`src/srpg_pkg.sv`:
```
// Shared types, constants and a helper function of the stepper ramp pulse generator.
package srpg_pkg;

   localparam int COUNT_BITS  = 24;
   localparam int PERIOD_BITS = 16;
   localparam int RAMP_BITS   = 16;
   localparam int DIV_BITS    = (PERIOD_BITS > RAMP_BITS) ? PERIOD_BITS : RAMP_BITS;
   localparam int CMP_BITS    = (COUNT_BITS > RAMP_BITS + 1) ? COUNT_BITS : RAMP_BITS + 1;
   localparam int IDX_BITS    = 2;

   localparam int REQ_BITS = ((COUNT_BITS + 1 + 7) / 8) * 8;
   localparam int RSP_RAW  = 3 + PERIOD_BITS;
   localparam int RSP_BITS = ((RSP_RAW + 7) / 8) * 8;

   localparam logic [PERIOD_BITS-1:0] DIR_SETUP_TICKS = PERIOD_BITS'(10);
   localparam logic [PERIOD_BITS-1:0] MIN_HALF_TICKS  = PERIOD_BITS'(5);

   localparam logic [PERIOD_BITS-1:0] START_PERIOD_RESET  = PERIOD_BITS'(2000);
   localparam logic [PERIOD_BITS-1:0] TARGET_PERIOD_RESET = PERIOD_BITS'(500);
   localparam logic [RAMP_BITS-1:0]   RAMP_LENGTH_RESET   = RAMP_BITS'(200);

   localparam logic [IDX_BITS-1:0] REG_START_PERIOD  = IDX_BITS'(0);
   localparam logic [IDX_BITS-1:0] REG_TARGET_PERIOD = IDX_BITS'(1);
   localparam logic [IDX_BITS-1:0] REG_RAMP_LENGTH   = IDX_BITS'(2);

   localparam logic OP_TICK  = 1'b0;
   localparam logic OP_START = 1'b1;

   typedef enum logic [1:0] {
      PH_IDLE,
      PH_SETUP,
      PH_HIGH,
      PH_LOW
   } srpg_phase_type;

   typedef enum logic [2:0] {
      ST_IDLE,
      ST_EXEC,
      ST_DIV,
      ST_FIN_ACC,
      ST_FIN_DEC,
      ST_RESP
   } srpg_state_type;

   typedef struct packed {
      logic latch_in;
      logic exec;
      logic div_start;
      logic div_store;
      logic fin_acc;
      logic fin_dec;
      logic load_rsp;
   } srpg_cmd_type;

   typedef struct packed {
      logic is_start;
      logic start_ok;
      logic need_finish;
      logic div_done;
   } srpg_sts_type;

   // Half of a period, never shorter than the minimum pulse width.
   function automatic logic [PERIOD_BITS-1:0] half_of(input logic [PERIOD_BITS-1:0] p);
      logic [PERIOD_BITS-1:0] h;
      h = p >> 1;
      return (h < MIN_HALF_TICKS) ? MIN_HALF_TICKS : h;
   endfunction

endpackage

```
`src/srpg_div.sv`:
```
// Restoring divider, one quotient bit per cycle, used for the ramp period step.
module srpg_div
   import srpg_pkg::*;
(
   input  logic                clock,
   input  logic                reset,
   input  logic                start,
   input  logic [DIV_BITS-1:0] dividend,
   input  logic [DIV_BITS-1:0] divisor,
   output logic                done,
   output logic [DIV_BITS-1:0] quotient
);

   localparam int CNT_BITS = (DIV_BITS > 1) ? $clog2(DIV_BITS) : 1;
   localparam logic [CNT_BITS-1:0] CNT_LAST = CNT_BITS'(DIV_BITS - 1);

   logic [DIV_BITS-1:0] rem_ff, rem_in;
   logic [DIV_BITS-1:0] quo_ff, quo_in;
   logic [DIV_BITS-1:0] dsr_ff;
   logic [CNT_BITS-1:0] cnt_ff;
   logic                busy_ff;
   logic                done_ff;
   logic [DIV_BITS:0]   shifted;
   logic [DIV_BITS:0]   diff;
   logic                fits;

   always_comb begin
      shifted = {rem_ff, quo_ff[DIV_BITS-1]};
      diff    = shifted - {1'b0, dsr_ff};
      fits    = (shifted >= {1'b0, dsr_ff});
      rem_in  = fits ? diff[DIV_BITS-1:0] : shifted[DIV_BITS-1:0];
      quo_in  = {quo_ff[DIV_BITS-2:0], fits};
   end

   always_ff @(posedge clock) begin
      if (reset) begin
         busy_ff <= 1'b0;
         done_ff <= 1'b0;
         cnt_ff  <= '0;
      end else begin
         done_ff <= 1'b0;
         if (start) begin
            busy_ff <= 1'b1;
            cnt_ff  <= '0;
         end else if (busy_ff) begin
            cnt_ff <= cnt_ff + CNT_BITS'(1);
            if (cnt_ff == CNT_LAST) begin
               busy_ff <= 1'b0;
               done_ff <= 1'b1;
            end
         end
      end
   end

   always_ff @(posedge clock) begin
      if (start) begin
         rem_ff <= '0;
         quo_ff <= dividend;
         dsr_ff <= divisor;
      end else if (busy_ff) begin
         rem_ff <= rem_in;
         quo_ff <= quo_in;
      end
   end

   assign done     = done_ff;
   assign quotient = quo_ff;

endmodule

```
`src/srpg_dp.sv`:
```
// Datapath: configuration registers, move state, period ramp arithmetic and result register.
module srpg_dp
   import srpg_pkg::*;
(
   input  logic                   clock,
   input  logic                   reset,
   input  srpg_cmd_type           cmd,
   output srpg_sts_type           sts,
   input  logic                   csr_we,
   input  logic [IDX_BITS-1:0]    csr_index,
   input  logic [PERIOD_BITS-1:0] csr_data,
   input  logic                   in_op,
   input  logic [COUNT_BITS-1:0]  in_steps,
   input  logic                   in_dir,
   output logic                   out_pulse,
   output logic                   out_dir,
   output logic                   out_busy,
   output logic [PERIOD_BITS-1:0] out_period
);

   // Configuration registers.
   logic [PERIOD_BITS-1:0] start_cfg_ff, target_cfg_ff;
   logic [RAMP_BITS-1:0]   ramp_cfg_ff;

   // Held request.
   logic                  op_ff;
   logic [COUNT_BITS-1:0] steps_ff;
   logic                  dir_in_ff;

   // Move state.
   srpg_phase_type         phase_ff, phase_in;
   logic [PERIOD_BITS-1:0] tick_ff, tick_in;
   logic [PERIOD_BITS-1:0] cur_ff, cur_in;
   logic [PERIOD_BITS-1:0] delta_ff, delta_in;
   logic [RAMP_BITS-1:0]   ramp_ff, ramp_in;
   logic [COUNT_BITS-1:0]  total_ff, total_in;
   logic [COUNT_BITS-1:0]  index_ff, index_in;
   logic [COUNT_BITS-1:0]  decel_ff, decel_in;
   logic                   ramp_le_ff, ramp_le_in;
   logic                   dir_ff, dir_in;
   logic [PERIOD_BITS-1:0] mv_start_ff, mv_start_in;
   logic [PERIOD_BITS-1:0] mv_target_ff, mv_target_in;
   logic                   mv_gt_ff, mv_gt_in;

   // Result register.
   logic                   rsp_pulse_ff, rsp_dir_ff, rsp_busy_ff;
   logic [PERIOD_BITS-1:0] rsp_period_ff;

   // Scratch values.
   logic [CMP_BITS-1:0]    steps_x, ramp_x2;
   logic [RAMP_BITS-1:0]   ramp_pick;
   logic [CMP_BITS-1:0]    decel_x;
   logic [PERIOD_BITS-1:0] cnt_dec;
   logic                   cnt_zero;
   logic [PERIOD_BITS-1:0] acc_p;
   logic [PERIOD_BITS:0]   dec_sum;
   logic [PERIOD_BITS-1:0] dec_p;
   logic [COUNT_BITS-1:0]  next_index;
   logic [DIV_BITS-1:0]    div_num, div_den, div_quo;
   logic [PERIOD_BITS-1:0] quo_p;
   logic                   div_done;

   srpg_div u_div (
      .clock    (clock),
      .reset    (reset),
      .start    (cmd.div_start),
      .dividend (div_num),
      .divisor  (div_den),
      .done     (div_done),
      .quotient (div_quo)
   );

   // Effective ramp: requested length, cut to half the steps, at least one.
   always_comb begin
      steps_x = CMP_BITS'(steps_ff);
      ramp_x2 = CMP_BITS'({ramp_cfg_ff, 1'b0});
      if (ramp_x2 > steps_x) begin
         ramp_pick = RAMP_BITS'(steps_x >> 1);
      end else begin
         ramp_pick = ramp_cfg_ff;
      end
      if (ramp_pick == '0) begin
         ramp_pick = RAMP_BITS'(1);
      end
      decel_x = steps_x - CMP_BITS'(ramp_pick);
      div_den = DIV_BITS'(ramp_pick);
      if (start_cfg_ff > target_cfg_ff) begin
         div_num = DIV_BITS'(start_cfg_ff - target_cfg_ff);
      end else begin
         div_num = '0;
      end
   end

   assign cnt_dec  = (tick_ff != '0) ? tick_ff - PERIOD_BITS'(1) : '0;
   assign cnt_zero = (cnt_dec == '0);
   assign quo_p    = PERIOD_BITS'(div_quo);

   assign sts.is_start    = (op_ff == OP_START);
   assign sts.start_ok    = (op_ff == OP_START) && (phase_ff == PH_IDLE);
   assign sts.need_finish = (op_ff == OP_TICK) && (phase_ff == PH_LOW) && cnt_zero;
   assign sts.div_done    = div_done;

   always_comb begin
      phase_in     = phase_ff;
      tick_in      = tick_ff;
      cur_in       = cur_ff;
      delta_in     = delta_ff;
      ramp_in      = ramp_ff;
      total_in     = total_ff;
      index_in     = index_ff;
      decel_in     = decel_ff;
      ramp_le_in   = ramp_le_ff;
      dir_in       = dir_ff;
      mv_start_in  = mv_start_ff;
      mv_target_in = mv_target_ff;
      mv_gt_in     = mv_gt_ff;
      acc_p        = cur_ff;
      dec_sum      = {1'b0, cur_ff} + {1'b0, delta_ff};
      dec_p        = cur_ff;
      next_index   = index_ff + COUNT_BITS'(1);

      if (cmd.exec) begin
         if (op_ff == OP_START) begin
            if (phase_ff == PH_IDLE) begin
               dir_in       = dir_in_ff;
               total_in     = steps_ff;
               index_in     = '0;
               mv_start_in  = start_cfg_ff;
               mv_target_in = target_cfg_ff;
               mv_gt_in     = (start_cfg_ff > target_cfg_ff);
               ramp_in      = ramp_pick;
               decel_in     = COUNT_BITS'(decel_x);
               ramp_le_in   = (CMP_BITS'(ramp_pick) <= steps_x);
               delta_in     = '0;
               cur_in       = start_cfg_ff;
               tick_in      = DIR_SETUP_TICKS;
               phase_in     = PH_SETUP;
            end
         end else begin
            case (phase_ff)
               PH_SETUP: begin
                  tick_in = cnt_dec;
                  if (cnt_zero) begin
                     if (total_ff == '0) begin
                        phase_in = PH_IDLE;
                     end else begin
                        phase_in = PH_HIGH;
                        tick_in  = half_of(cur_ff);
                     end
                  end
               end
               PH_HIGH: begin
                  tick_in = cnt_dec;
                  if (cnt_zero) begin
                     phase_in = PH_LOW;
                     tick_in  = half_of(cur_ff);
                  end
               end
               PH_LOW: begin
                  tick_in = cnt_dec;
               end
               default: begin
               end
            endcase
         end
      end

      if (cmd.div_store) begin
         if (mv_gt_ff) begin
            delta_in = (quo_p == '0) ? PERIOD_BITS'(1) : quo_p;
         end else begin
            delta_in = '0;
         end
      end

      // Acceleration half of the step update.
      if (cmd.fin_acc) begin
         if ((CMP_BITS'(index_ff) < CMP_BITS'(ramp_ff)) && (cur_ff > mv_target_ff)) begin
            acc_p = (cur_ff > delta_ff) ? cur_ff - delta_ff : mv_target_ff;
            if (acc_p < mv_target_ff) begin
               acc_p = mv_target_ff;
            end
         end
         cur_in = acc_p;
      end

      // Deceleration half, then advance to the next step or finish the move.
      if (cmd.fin_dec) begin
         if (ramp_le_ff && (index_ff >= decel_ff) && (cur_ff < mv_start_ff)) begin
            dec_p = (dec_sum > {1'b0, mv_start_ff}) ? mv_start_ff : dec_sum[PERIOD_BITS-1:0];
         end
         cur_in   = dec_p;
         index_in = next_index;
         if (next_index >= total_ff) begin
            phase_in = PH_IDLE;
         end else begin
            phase_in = PH_HIGH;
            tick_in  = half_of(dec_p);
         end
      end
   end

   always_ff @(posedge clock) begin
      if (reset) begin
         start_cfg_ff  <= START_PERIOD_RESET;
         target_cfg_ff <= TARGET_PERIOD_RESET;
         ramp_cfg_ff   <= RAMP_LENGTH_RESET;
         phase_ff      <= PH_IDLE;
         tick_ff       <= '0;
         cur_ff        <= '0;
         delta_ff      <= '0;
         ramp_ff       <= '0;
         total_ff      <= '0;
         index_ff      <= '0;
         decel_ff      <= '0;
         ramp_le_ff    <= 1'b0;
         dir_ff        <= 1'b0;
         mv_start_ff   <= '0;
         mv_target_ff  <= '0;
         mv_gt_ff      <= 1'b0;
      end else begin
         if (csr_we) begin
            case (csr_index)
               REG_START_PERIOD:  start_cfg_ff  <= csr_data;
               REG_TARGET_PERIOD: target_cfg_ff <= csr_data;
               REG_RAMP_LENGTH:   ramp_cfg_ff   <= RAMP_BITS'(csr_data);
               default: begin
               end
            endcase
         end
         phase_ff     <= phase_in;
         tick_ff      <= tick_in;
         cur_ff       <= cur_in;
         delta_ff     <= delta_in;
         ramp_ff      <= ramp_in;
         total_ff     <= total_in;
         index_ff     <= index_in;
         decel_ff     <= decel_in;
         ramp_le_ff   <= ramp_le_in;
         dir_ff       <= dir_in;
         mv_start_ff  <= mv_start_in;
         mv_target_ff <= mv_target_in;
         mv_gt_ff     <= mv_gt_in;
      end
   end

   always_ff @(posedge clock) begin
      if (cmd.latch_in) begin
         op_ff     <= in_op;
         steps_ff  <= in_steps;
         dir_in_ff <= in_dir;
      end
      if (cmd.load_rsp) begin
         rsp_pulse_ff  <= (phase_ff == PH_HIGH);
         rsp_dir_ff    <= dir_ff;
         rsp_busy_ff   <= (phase_ff != PH_IDLE);
         rsp_period_ff <= cur_ff;
      end
   end

   assign out_pulse  = rsp_pulse_ff;
   assign out_dir    = rsp_dir_ff;
   assign out_busy   = rsp_busy_ff;
   assign out_period = rsp_period_ff;

endmodule

```
`src/srpg_ctl.sv`:
```
// Controller: sequences each transaction through the datapath and owns the handshakes.
module srpg_ctl
   import srpg_pkg::*;
(
   input  logic         clock,
   input  logic         reset,
   input  logic         req_tvalid,
   output logic         req_tready,
   output logic         rsp_tvalid,
   input  logic         rsp_tready,
   input  srpg_sts_type sts,
   output srpg_cmd_type cmd
);

   srpg_state_type state_ff, state_in;
   logic           rsp_valid_ff, rsp_valid_in;
   logic           rsp_free;

   // The result register is free, or is being emptied in this cycle.
   assign rsp_free = !rsp_valid_ff || rsp_tready;

   always_ff @(posedge clock) begin
      if (reset) begin
         state_ff     <= ST_IDLE;
         rsp_valid_ff <= 1'b0;
      end else begin
         state_ff     <= state_in;
         rsp_valid_ff <= rsp_valid_in;
      end
   end

   always_comb begin
      state_in     = state_ff;
      cmd          = '0;
      req_tready   = 1'b0;
      rsp_valid_in = rsp_valid_ff && !rsp_tready;
      case (state_ff)
         ST_IDLE: begin
            req_tready = rsp_free;
            if (req_tvalid && rsp_free) begin
               cmd.latch_in = 1'b1;
               state_in     = ST_EXEC;
            end
         end
         ST_EXEC: begin
            cmd.exec = 1'b1;
            if (sts.is_start) begin
               if (sts.start_ok) begin
                  cmd.div_start = 1'b1;
                  state_in      = ST_DIV;
               end else begin
                  state_in = ST_RESP;
               end
            end else if (sts.need_finish) begin
               state_in = ST_FIN_ACC;
            end else begin
               state_in = ST_RESP;
            end
         end
         ST_DIV: begin
            if (sts.div_done) begin
               cmd.div_store = 1'b1;
               state_in      = ST_RESP;
            end
         end
         ST_FIN_ACC: begin
            cmd.fin_acc = 1'b1;
            state_in    = ST_FIN_DEC;
         end
         ST_FIN_DEC: begin
            cmd.fin_dec = 1'b1;
            state_in    = ST_RESP;
         end
         ST_RESP: begin
            cmd.load_rsp = 1'b1;
            rsp_valid_in = 1'b1;
            state_in     = ST_IDLE;
         end
         default: begin
            state_in = ST_IDLE;
         end
      endcase
   end

   assign rsp_tvalid = rsp_valid_ff;

endmodule

```
`src/stepper_ramp_pulse_generator.sv`:
```
// Top level of the stepper ramp pulse generator: controller, datapath and port packing.
//
// Each request transaction is either a one-microsecond tick (req_tuser low) or a start
// command (req_tuser high) that carries a step count and a direction in req_tdata.
// Every request produces exactly one response transaction carrying the step pin level,
// the direction pin level, a busy flag and the step period in use after that request.
// A start while a move is running is ignored and still answered.
// The three configuration registers are written through the csr_ channel, which is
// always ready; a new value is used from the next start command on.
// One request is in work at a time. A tick goes from acceptance through the execute and
// response states; a tick that ends a step also passes the acceleration and deceleration
// states, which run the period update of the finished step. A start command waits for
// the bit-serial divider that computes the per-step period change.
// The response sits in an output register; the next request is accepted as soon as
// that register is empty or is being read in the same cycle, so a stalled receiver
// holds back the request side once its single response slot is full.
// Synchronous reset returns the move to idle, direction and period at zero, configuration
// registers at defaults, no response pending; the response register itself is not reset.
module stepper_ramp_pulse_generator
   import srpg_pkg::*;
(
   input  logic                   clock,
   input  logic                   reset,
   input  logic                   req_tvalid,
   output logic                   req_tready,
   input  logic [REQ_BITS-1:0]    req_tdata,  // step_count, direction, zero fill
   input  logic                   req_tuser,  // op
   output logic                   rsp_tvalid,
   input  logic                   rsp_tready,
   output logic [RSP_BITS-1:0]    rsp_tdata,  // pulse_level, dir_level, busy_res,
                                              // active_period, zero fill
   input  logic                   csr_valid,
   output logic                   csr_ready,
   input  logic [IDX_BITS-1:0]    csr_index,
   input  logic [PERIOD_BITS-1:0] csr_data
);

   srpg_cmd_type           cmd;
   srpg_sts_type           sts;
   logic                   out_pulse;
   logic                   out_dir;
   logic                   out_busy;
   logic [PERIOD_BITS-1:0] out_period;

   // Configuration writes never stall.
   assign csr_ready = 1'b1;

   srpg_ctl u_ctl (
      .clock      (clock),
      .reset      (reset),
      .req_tvalid (req_tvalid),
      .req_tready (req_tready),
      .rsp_tvalid (rsp_tvalid),
      .rsp_tready (rsp_tready),
      .sts        (sts),
      .cmd        (cmd)
   );

   srpg_dp u_dp (
      .clock      (clock),
      .reset      (reset),
      .cmd        (cmd),
      .sts        (sts),
      .csr_we     (csr_valid),
      .csr_index  (csr_index),
      .csr_data   (csr_data),
      .in_op      (req_tuser),
      .in_steps   (req_tdata[COUNT_BITS-1:0]),
      .in_dir     (req_tdata[COUNT_BITS]),
      .out_pulse  (out_pulse),
      .out_dir    (out_dir),
      .out_busy   (out_busy),
      .out_period (out_period)
   );

   // The upper bits of req_tdata are zero fill and are not used.
   assign rsp_tdata = {{(RSP_BITS - RSP_RAW){1'b0}}, out_period, out_busy, out_dir, out_pulse};

`ifndef SYNTHESIS
   // Only one transaction is in work, so the request side closes right after an acceptance.
   assert property (@(posedge clock) disable iff (reset)
      (req_tvalid && req_tready) |=> !req_tready)
      else $error("request accepted while another transaction is in work");

   // A request is never accepted while an unread response would be overwritten.
   assert property (@(posedge clock) disable iff (reset)
      (req_tvalid && req_tready) |-> (!rsp_tvalid || rsp_tready))
      else $error("request accepted with a stalled response pending");

   // The step pin is only high while a move is running.
   assert property (@(posedge clock) disable iff (reset)
      rsp_tvalid |-> (!rsp_tdata[0] || rsp_tdata[2]))
      else $error("step pulse reported while idle");
`endif

endmodule
```
`config.mk`:
```
export PLATFORM = sky130hd
export DESIGN_NAME = stepper_ramp_pulse_generator
export DESIGN_NICKNAME = d
export VERILOG_FILES = /design/src/srpg_pkg.sv /design/src/srpg_div.sv /design/src/srpg_dp.sv /design/src/srpg_ctl.sv /design/src/stepper_ramp_pulse_generator.sv
export SDC_FILE = /design/constraint.sdc
export NUM_CORES = 1
export LEC_CHECK = 0
export BUFFER_PORTS_ARGS = -buffer_cell sky130_fd_sc_hd__buf_2
export CORE_MARGIN = 2
export CORE_UTILIZATION = 60
export CTS_BUF_LIST = sky130_fd_sc_hd__clkbuf_4
export CTS_CLUSTER_SIZE = 14
export DETAILED_ROUTE_END_ITERATION = 10
export GPL_TIMING_DRIVEN = 0
export MAX_ROUTING_LAYER = met4
export PLACE_DENSITY_LB_ADDON = 0.05
export SETUP_SLACK_MARGIN = 0.02
export SYNTH_ARGS = -nofsm -noshare
export SYNTH_HDL_FRONTEND = slang
export SYNTH_HIERARCHICAL = 1
export SYNTH_SLANG_ARGS = --single-unit
```
`constraint.sdc`:
```
create_clock -name clock -period 6.21 [get_ports clock]
set_clock_uncertainty 0.1 [all_clocks]
set_input_delay 0.3105 -clock clock [delete_from_list [all_inputs] [get_ports clock]]
set_output_delay 0.3105 -clock clock [all_outputs]
set_load 0.03 [all_outputs]
```
Word-level counts from Yosys, hierarchy flattened
Cells that the tools add are included. W data, S select, Z words.

$add $sub $neg: 8. Order comparisons: 14. Equality and inequality tests: 18. Mux-type cells: 70. Bitwise operators: 2. Reductions and logical operators: 43.

Operators with widths (number): $mux W16 (32); $mux W24 (4); $ge A24 B24 Y1 (2); $gt A16 B16 Y1 (3); $logic_not A16 Y1 (3); $pmux W16 S3 (1); $sub A16 B16 Y16 (3); $lt A16 B16 Y1 (2); $lt A15 B3 Y1 const B (2); $mux W15 (2); $add A24 B1 Y24 const B (1); $gt A17 B24 Y1 (1); $le A16 B24 Y1 (1); $logic_not A24 Y1 (1); $lt A24 B16 Y1 (1); $sub A24 B16 Y24 (1); $mux W2 (9); $add A16 B16 Y17 (1); $ge A17 B16 Y1 (1); $gt A17 B16 Y1 (1); $reduce_bool A16 Y1 (1); $reduce_bool A2 Y1 (8); $sub A16 B1 Y16 const B (1); $mux W1 (15); other kinds (28) (58).

Flip-flop bits (word level): 324. Input port bits: 56. Output and inout bits: 27. Word-level logic and storage cells: 187.

Logic depth before layout (Yosys ltp)
Gate-level depths: netlist of the first run.

Depth after elaboration: 9. Depth in mapped cells: 25. Depth with buffers taken out: 24.

By module
The synthesis of the first run kept the hierarchy.

Modules (own cells, without submodules): srpg_dp (times used 1, cells each 2327, area an instance 18730.5 sq um); srpg_div (times used 1, cells each 311, area an instance 3126.7 sq um); srpg_ctl (times used 1, cells each 34, area an instance 316.6 sq um); stepper_ramp_pulse_generator (times used 1, cells each 11, area an instance 75.1 sq um).

Worst setup path after synthesis of the first run
OpenSTA, ideal clock, no wires.

Path kind: register to register. Start point: register u_dp.steps_ff[9]. End point: register u_dp.decel_ff[14]. Library setup time: 0.106 ns. Arrival time: 5.060 ns. Data required time: 6.004 ns. Path slack: 0.944 ns. Stages on the path, launching flop included: 26. Path through: edfxtp_1 inv_1 ha_1 a21o_1 a21o_1 a21o_1 a21o_1 a21o_1 a21oi_1 o221ai_1 o2111ai_1 buf_2 nand2_1 and2_1 ha_1 fa_1 nor2b_1 o21ai_0 a21oi_1 o21ai_0 a21boi_0 o2111ai_1 a31oi_1 a31oi_1 or4_1 o311ai_0.

Longest elaborated chain between the ends: 5.

RTL lines: start: declaration (RTL line srpg_dp.sv:27) `logic [COUNT_BITS-1:0] steps_ff;`; start signal: assignment (RTL line srpg_dp.sv:250) `steps_ff <= in_steps;`; $gt A17 B24 Y1 (RTL line srpg_dp.sv:77) `if (ramp_x2 > steps_x) begin`; $mux W16 * (RTL line srpg_dp.sv:77); $logic_not A16 Y1 (RTL line srpg_dp.sv:82) `if (ramp_pick == '0) begin`; $mux W16 * (RTL line srpg_dp.sv:82); named net u_dp.div_den[0] (RTL line srpg_dp.sv:59) `logic [DIV_BITS-1:0] div_num, div_den, div_quo;`; $sub A24 B16 Y24 * (RTL line srpg_dp.sv:85) `decel_x = steps_x - CMP_BITS'(ramp_pick);`; end signal: assignment (RTL line srpg_dp.sv:238) `decel_ff <= decel_in;`; end: declaration (RTL line srpg_dp.sv:38) `logic [COUNT_BITS-1:0] decel_ff, decel_in;`.

Mark *: on every way through the listed nets, which the timed path passes. The rest lies on a longest branch. A chain may end at the register's enable or synchronous reset.

Worst setup path in the final report of the first run
Same ends and word-level chain as after synthesis.

==> out/results.ini, run 1 <==
[global_routing]
grt_max_degree=20
grt_overflow=0
antenna_found_initial=1
grt_pass1_vias=21130
track_usage_pct=40.4
grt_pass1_wl_um=117000

[worst_setup_path]
crit_fanout=10
r2r_start=u_dp/steps_ff[9]
cp-endpoint=u_dp/decel_ff[14]
crit_chain=inv_1, ha_1, a21o_1, a21o_1, a21o_1, a21o_1, a21o_1, a21oi_1, o221ai_1, o2111ai_2, buf_4, mux2i_1, inv_1, fa_1, nor2b_1, o21ai_0, a21oi_1, o21ai_0, a21boi_1, o2111ai_1, a31oi_2, a31oi_1, or4_1, o311ai_0
worstSetupStartpoint=u_dp/steps_ff[9]
reg2reg_setup_slack_ns=0.25
endpoint_kind=register
crit_arrival_ns=6.50
cp_slowest_cell=edfxtp_1
startpoint_type=register
worstPathRequired_ns=6.75
timing.rr.end=u_dp/decel_ff[14]
r2r_cells=24
path_class=reg2reg
cpMostUsedCell=a21o_1
cp_slowest_stage_delay_ns=0.51

[timing]
min_period_over_period_pct=96.0
hold_violations=0
relSlewSlack_pct=27.8
post-route-min-period_ns=5.96
max_freq_mhz=168
setup_violations=0
timing.final.ws_setup_ns=0.246
worstMarginPinSlew_ns=1.07
rsz0062_at_grt=yes
drv_slew=0

[cells_and_area]
final_cells=3433
fin_nets=3190
area_delta_synth_final_pct=12.0
final_core_util_pct=68.2
drive_gt1_share_pct=11.0

[pwr]
max-vdd-ir-drop_mv=0.294
power_density_nw_per_um2=377
p_leak_nw=10.5

[detailed_routing]
vias=21661
ant_nets=0
viasPerCell=6.31
avgRoutedWirePerCell_um=22.1
drt_iter0_drc=2085
drt_pass1_iterations=6
routed_wl_um=75700
drc=0

[die]
die_w_um=197
rows=70
coreArea_um2=36500
die-height_um=197
die-area_um2=38600
io_pins=83
start_util_pct=60.9

[logic_synthesis]
ys_seq_area_share_pct=32.6
ys_ff_latch=324
avgSynthCellArea_um2=8.29
synth.cell_area_um2=22200
yosys_warnings=6
synth_edf_count=77
ys_types=109
ys.flop_type=dfxtp_1
synthArstFlopShare_pct=0
syn_inst=2683

[clock_tree]
cts_tree=built
clk_pin_slew_ns=0.06
numCtsBuffers=88
cts_htree_levels=3
cts_root_buffer=clkbuf_4
cts.path.max_buffers=3
clock_sinks=324
clkLatencyLatePin_ns=0.80

[place]
dp_cells=3225
dp_hpwl_um=56600
place_ws_ns=-0.0106
place_congestion=1.05
port_buffers=69

[run_status]
status=finished, final reports clean

[hold_path]
hold_path.class=in2reg

[flow_run]
cap_violations=0

-- cell type report --
type	count	area, um^2
clock inverters	22	140
multi-input cells	1999	13600
fillers	3115	11600
inverters	228	856
flip-flops and latches	324	7260
clock buffers	132	991
repair buffers	123	891
well taps	468	586
plain buffers	136	627
diodes	1	2.50
-- cell usage in the layout (no fill, tap or decap), types with 67 or more instances in the layout --
| cell type | synthesis | layout |
|---|---|---|
| o21ai_0 | 121 | 121 |
| a21o_1 | 67 | 67 |
| ha_1 | 229 | 229 |
| dfxtp_1 | 247 | 247 |
| clkbuf_4 | 0 | 132 |
| nor2_1 | 191 | 190 |
| a21oi_1 | 261 | 261 |
| inv_1 | 223 | 223 |
| nand2_1 | 322 | 322 |
| clkbuf_1 | 94 | 94 |
| edfxtp_1 | 77 | 77 |
| buf_2 | 12 | 80 |
-- logic make-up (layout without fill, tap and decap cells) --
| group | after synthesis | in the layout | share of synthesized area (%) |
|---|---|---|---|
| other cells | 2 | 7 | 0.0338 |
| compound gates | 729 | 729 | 21.7 |
| mux | 64 | 64 | 3.04 |
| simple gates | 878 | 878 | 19.1 |
| buf+inv | 364 | 641 | 6.65 |
| xor+xnor | 88 | 88 | 3.46 |
| fa+ha+maj | 234 | 234 | 13.3 |
| flops | 324 | 324 | 32.6 |
-- synthesized netlist by cell type (58+ instances only) --
cell	count	share of area [%]
a21o_1	67	2.3
a21oi_1	261	5.9
clkbuf_1	94	1.6
dfxtp_1	247	22
edfxtp_1	77	10
ha_1	229	13
inv_1	223	3.8
nand2_1	322	5.4
nand3_1	58	1.3
nor2_1	191	3.2
nor3_1	63	1.4
o21ai_0	121	2.7
-- worst min-delay path by stage --
stage,cells after the start,endpoint,start
floorplan,1,u_ctl/rsp_tvalid,reset
global placement,0,u_dp/out_dir,u_dp/dir_ff
detailed placement,0,u_dp/out_dir,u_dp/dir_ff
CTS,2,u_dp/steps_ff[20],req_tdata[20]
global route,2,u_dp/steps_ff[7],req_tdata[7]
finish,2,u_dp/steps_ff[20],req_tdata[20]
-- power by group --
group | switching (mW) | internal (mW)
registers | 0.326 | 2.41
logic | 2.81 | 1.84
clock network | 0.943 | 1.05
total | 4.08 | 5.30
-- per-stage QoR --
stage | area [um^2] | power, mW | hold WS (ns) | setup TNS (ns)
floorplan | 22300 | 6.04 | 0.280 | 0
global placement | 23200 | 7.16 | 0.314 | 0
detailed placement | 23200 | 7.24 | 0.329 | -0.0201
CTS | 24900 | 9.26 | 0.103 | 0
global route | 24900 | 9.92 | 0.114 | 0
finish | 24900 | 9.38 | 0.145 | 0
-- timing repair --
item	CTS	global route
hold buffers	53	0
setup buffers	0	0
gates resized for setup	1	7
hold endpoints to repair	91	0
endpoints found under the setup margin	4	11
-- metal layers --
layer | global-route usage (%) | part of all wire, %
met1 | 48.8 | 40
met2 | 63.7 | 45
met3 | 6.19 | 8.5
met4 | 25.3 | 6.6
met5 | - | 0
-- flip-flops by register name, summed over array words and instances (netlist names), 2 cells and up --
register and count:
u_dp/delta_ff 16, u_dp/mv_target_ff 16, u_dp/tick_ff 16, u_dp/u_div/quotient 16
u_dp/index_ff 24, u_dp/u_div/rem_ff 16, u_dp/steps_ff 24, u_dp/total_ff 24
u_dp/decel_ff 24, u_dp/ramp_cfg_ff 16, u_dp/mv_start_ff 16, u_dp/out_period 16
u_dp/target_cfg_ff 16, u_dp/ramp_ff 16, u_ctl/state_ff 3, u_dp/start_cfg_ff 16
u_dp/phase_ff 2, u_dp/cur_ff 16, u_dp/u_div/cnt_ff 4, u_dp/u_div/dsr_ff 16
-- worst max-delay path: cells and delay by family (launching register included) --
kind / cells / cell delay (ns)
adders and majority gates: 2 / 0.76
muxes: 1 / 0.38
and+or+nand+nor: 2 / 0.54
DFF: 1 / 0.51
buffers and inverters: 3 / 0.55
AOI/OAI and AO/OA: 16 / 2.97
(Power assumes the default switching activity.)
==> inputs of run 2 (changes only) <==
--- a/config.mk
+++ b/config.mk
@@ -13,7 +13,7 @@
 export DETAILED_ROUTE_END_ITERATION = 10
 export GPL_TIMING_DRIVEN = 0
 export MAX_ROUTING_LAYER = met4
-export PLACE_DENSITY_LB_ADDON = 0.05
+export PLACE_DENSITY = 0.8
 export SETUP_SLACK_MARGIN = 0.02
 export SYNTH_ARGS = -nofsm -noshare
 export SYNTH_HDL_FRONTEND = slang
==> out/results.ini, run 2 (synthesis results as in run 1) <==
[cells_and_area]
design_area_um2=25000  ; +0.25%
fin_nets=3189  ; -0.031%
final_core_util_pct=68.4  ; +0.17 points
fillers=3031  ; -2.7%
mostFrequentLayoutCells=322 x nand2_1, 261 x a21oi_1, 246 x dfxtp_1
area_delta_synth_final_pct=12.2
drive_gt1_share_pct=11.4  ; +0.41 points
multi_input_area_um2=13600  ; about the same
final_common_cell=nand2_1
register_area_um2=7260  ; about the same

[timing]
finalSetupTns_ns=0  ; unchanged
max_freq_mhz=169  ; +1.1%
min_period_over_period_pct=95.0  ; -1.0 points
hold_violations=0  ; unchanged
worstMarginPinSlew_ns=1.05  ; -0.0200 ns
rsz0062_at_grt=no
setup_violations=0  ; unchanged
drv_slew=0  ; unchanged
post-route-min-period_ns=5.90  ; -0.0634 ns
relSlewSlack_pct=30.0  ; +2.2 points

[detailed_routing]
routed_wl_um=77600  ; +2.4%
vias=21907  ; +1.1%
drc=0  ; unchanged
avgRoutedWirePerCell_um=22.5  ; +2.2%
drt_iter0_drc=2091  ; +0.29%
ant_nets=0  ; unchanged
drt_pass1_iterations=8  ; +2
viasPerCell=6.36  ; +0.87%

[worst_setup_path]
crit_arrival_ns=6.52  ; +0.02 ns
worstPathRequired_ns=6.83  ; +0.08 ns
path_class=reg2reg
startpoint_type=register
crit_fanout=10  ; unchanged
endpoint_kind=register

[pwr]
intPower_mw=5.33  ; +0.66%
sw_frac_of_total_pct=43.9  ; +0.34 points
p_leak_nw=10.5  ; +0.41%
max-vdd-ir-drop_mv=0.302  ; +2.9%
p_sw_mw=4.17  ; +2.1%
power_density_nw_per_um2=380  ; +1.0%
power_frac_comb_pct=49.6  ; about the same
p_seq_share_pct=28.8  ; -0.4 points
power_frac_clock_pct=21.6  ; +0.4 points
power_mw=9.50  ; +1.3%

[global_routing]
antenna_found_initial=2  ; +1
grt_overflow=0  ; unchanged
track_usage_pct=41.1  ; +0.72 points
grt_max_degree=27  ; +35%
grt_pass1_wl_um=118000  ; +1.2%
grt_pass1_vias=21211  ; +0.38%

[clock_tree]
cts_root_buffer=clkbuf_4
clock_sinks=324  ; unchanged
cts_htree_levels=3  ; unchanged
numCtsBuffers=89  ; +1.1%
clkLatencyLatePin_ns=0.82  ; +0.02 ns
clk_pin_slew_ns=0.07  ; about the same
cts_tree=built
cts.path.max_buffers=3  ; unchanged

[die]
die-height_um=197  ; unchanged
die-area_um2=38600  ; unchanged
rows=70  ; unchanged
coreArea_um2=36500  ; unchanged
start_util_pct=60.9  ; unchanged
die_w_um=197  ; unchanged
io_pins=83  ; unchanged

[place]
port_buffers=69  ; unchanged
dpl_cell_area_um2=23200  ; about the same
place_congestion=1.03  ; -1.8%
dp_hpwl_um=58000  ; +2.4%

[hold_path]
hold_path.class=in2reg

[flow_run]
cap_violations=0  ; unchanged

[run_status]
status=finished, final reports clean

run 2: changes by cell type in the layout (fill, tap and decap cells not counted), sizes merged:
cell         change
buf              -1
clkbuf           +3
clkinv           +3
diode            +2
dlygate4sd3      -1
inv              +3
run 2: power groups by stage:
stage	combinational, mW	clock [mW]	sequential [mW]
3_5_place_dp	4.54	0	2.76
3_3_place_gp	4.48	0	2.75
6_report	4.71	2.05	2.73
5_1_grt	5.13	2.19	2.74
2_1_floorplan	3.42	0	2.62
4_1_cts	4.59	2.09	2.71
run 2: cell type report:
cell class,count,area share [%]
clock inverter,28,0.742
inverter,228,3.43
antenna,3,0.0301
tap,468,2.35
multi-input combinational,1999,54.3
clock buffer,135,4.06
buffer,136,2.53
sequential,324,29.1
timing repair buffer,121,3.47
run 2: critical path, stage by stage, from the launching register on:
cell and delay, ns:
edfxtp_1 0.47, inv_1 0.07, ha_1 0.29, a21o_1 0.18, a21o_1 0.16, a21o_1 0.17
a21o_1 0.16, a21o_1 0.17, a21oi_1 0.23, o221ai_1 0.17, o2111ai_2 0.28, buf_6 0.26
mux2i_2 0.36, ha_1 0.35, nor2b_1 0.16, o21ai_0 0.25, a21oi_1 0.14, o21ai_0 0.23
a21boi_1 0.15, o2111ai_1 0.33, a31oi_2 0.21, o21a_2 0.31, or3_1 0.31, a311oi_1 0.27
run 2: stage by stage:
step | cells | hold slack (ns) | worst slack, ns
finish | 3442 | 0.0644 | 0.310
global route | 3442 | 0.0623 | 0.0545
CTS | 3439 | 0.000954 | 0.0652
detailed placement | 3224 | 0.336 | -0.0809
global placement | 3224 | 0.313 | -0.106
floorplan | 2687 | 0.280 | 0.944
run 2: path summary, 6_finish.rpt:
path | startpoint | to | slack, ns | cells after the start
max | u_dp/steps_ff[2] | u_dp/decel_ff[20] | 0.31 | 23
max reg2reg | u_dp/steps_ff[2] | u_dp/decel_ff[20] | 0.31 | 23
min | rsp_tready | u_ctl/state_ff[2] | 0.06 | 4
min reg2reg | u_dp/target_cfg_ff[6] | u_dp/mv_target_ff[6] | 0.33 | 2
run 2: routing by layer:
layer / global-route usage [%] / vias to the layer above / routed length (um)
met1: 48.7 / 10309 / 30300
met3: 7.61 / 340 / 6750
li1: - / 10122 / -
met5: - / - / 0
met2: 64.5 / 1136 / 34900
met4: 26.7 / 0 / 5620
run 2: timing repair:
action / in CTS / in global routing
setup buffers: 0 / 0
gates resized for setup: 1 / 11
hold buffers: 52 / 0
endpoints found under the setup margin: 8 / 15
endpoints found under the hold margin: 84 / 0
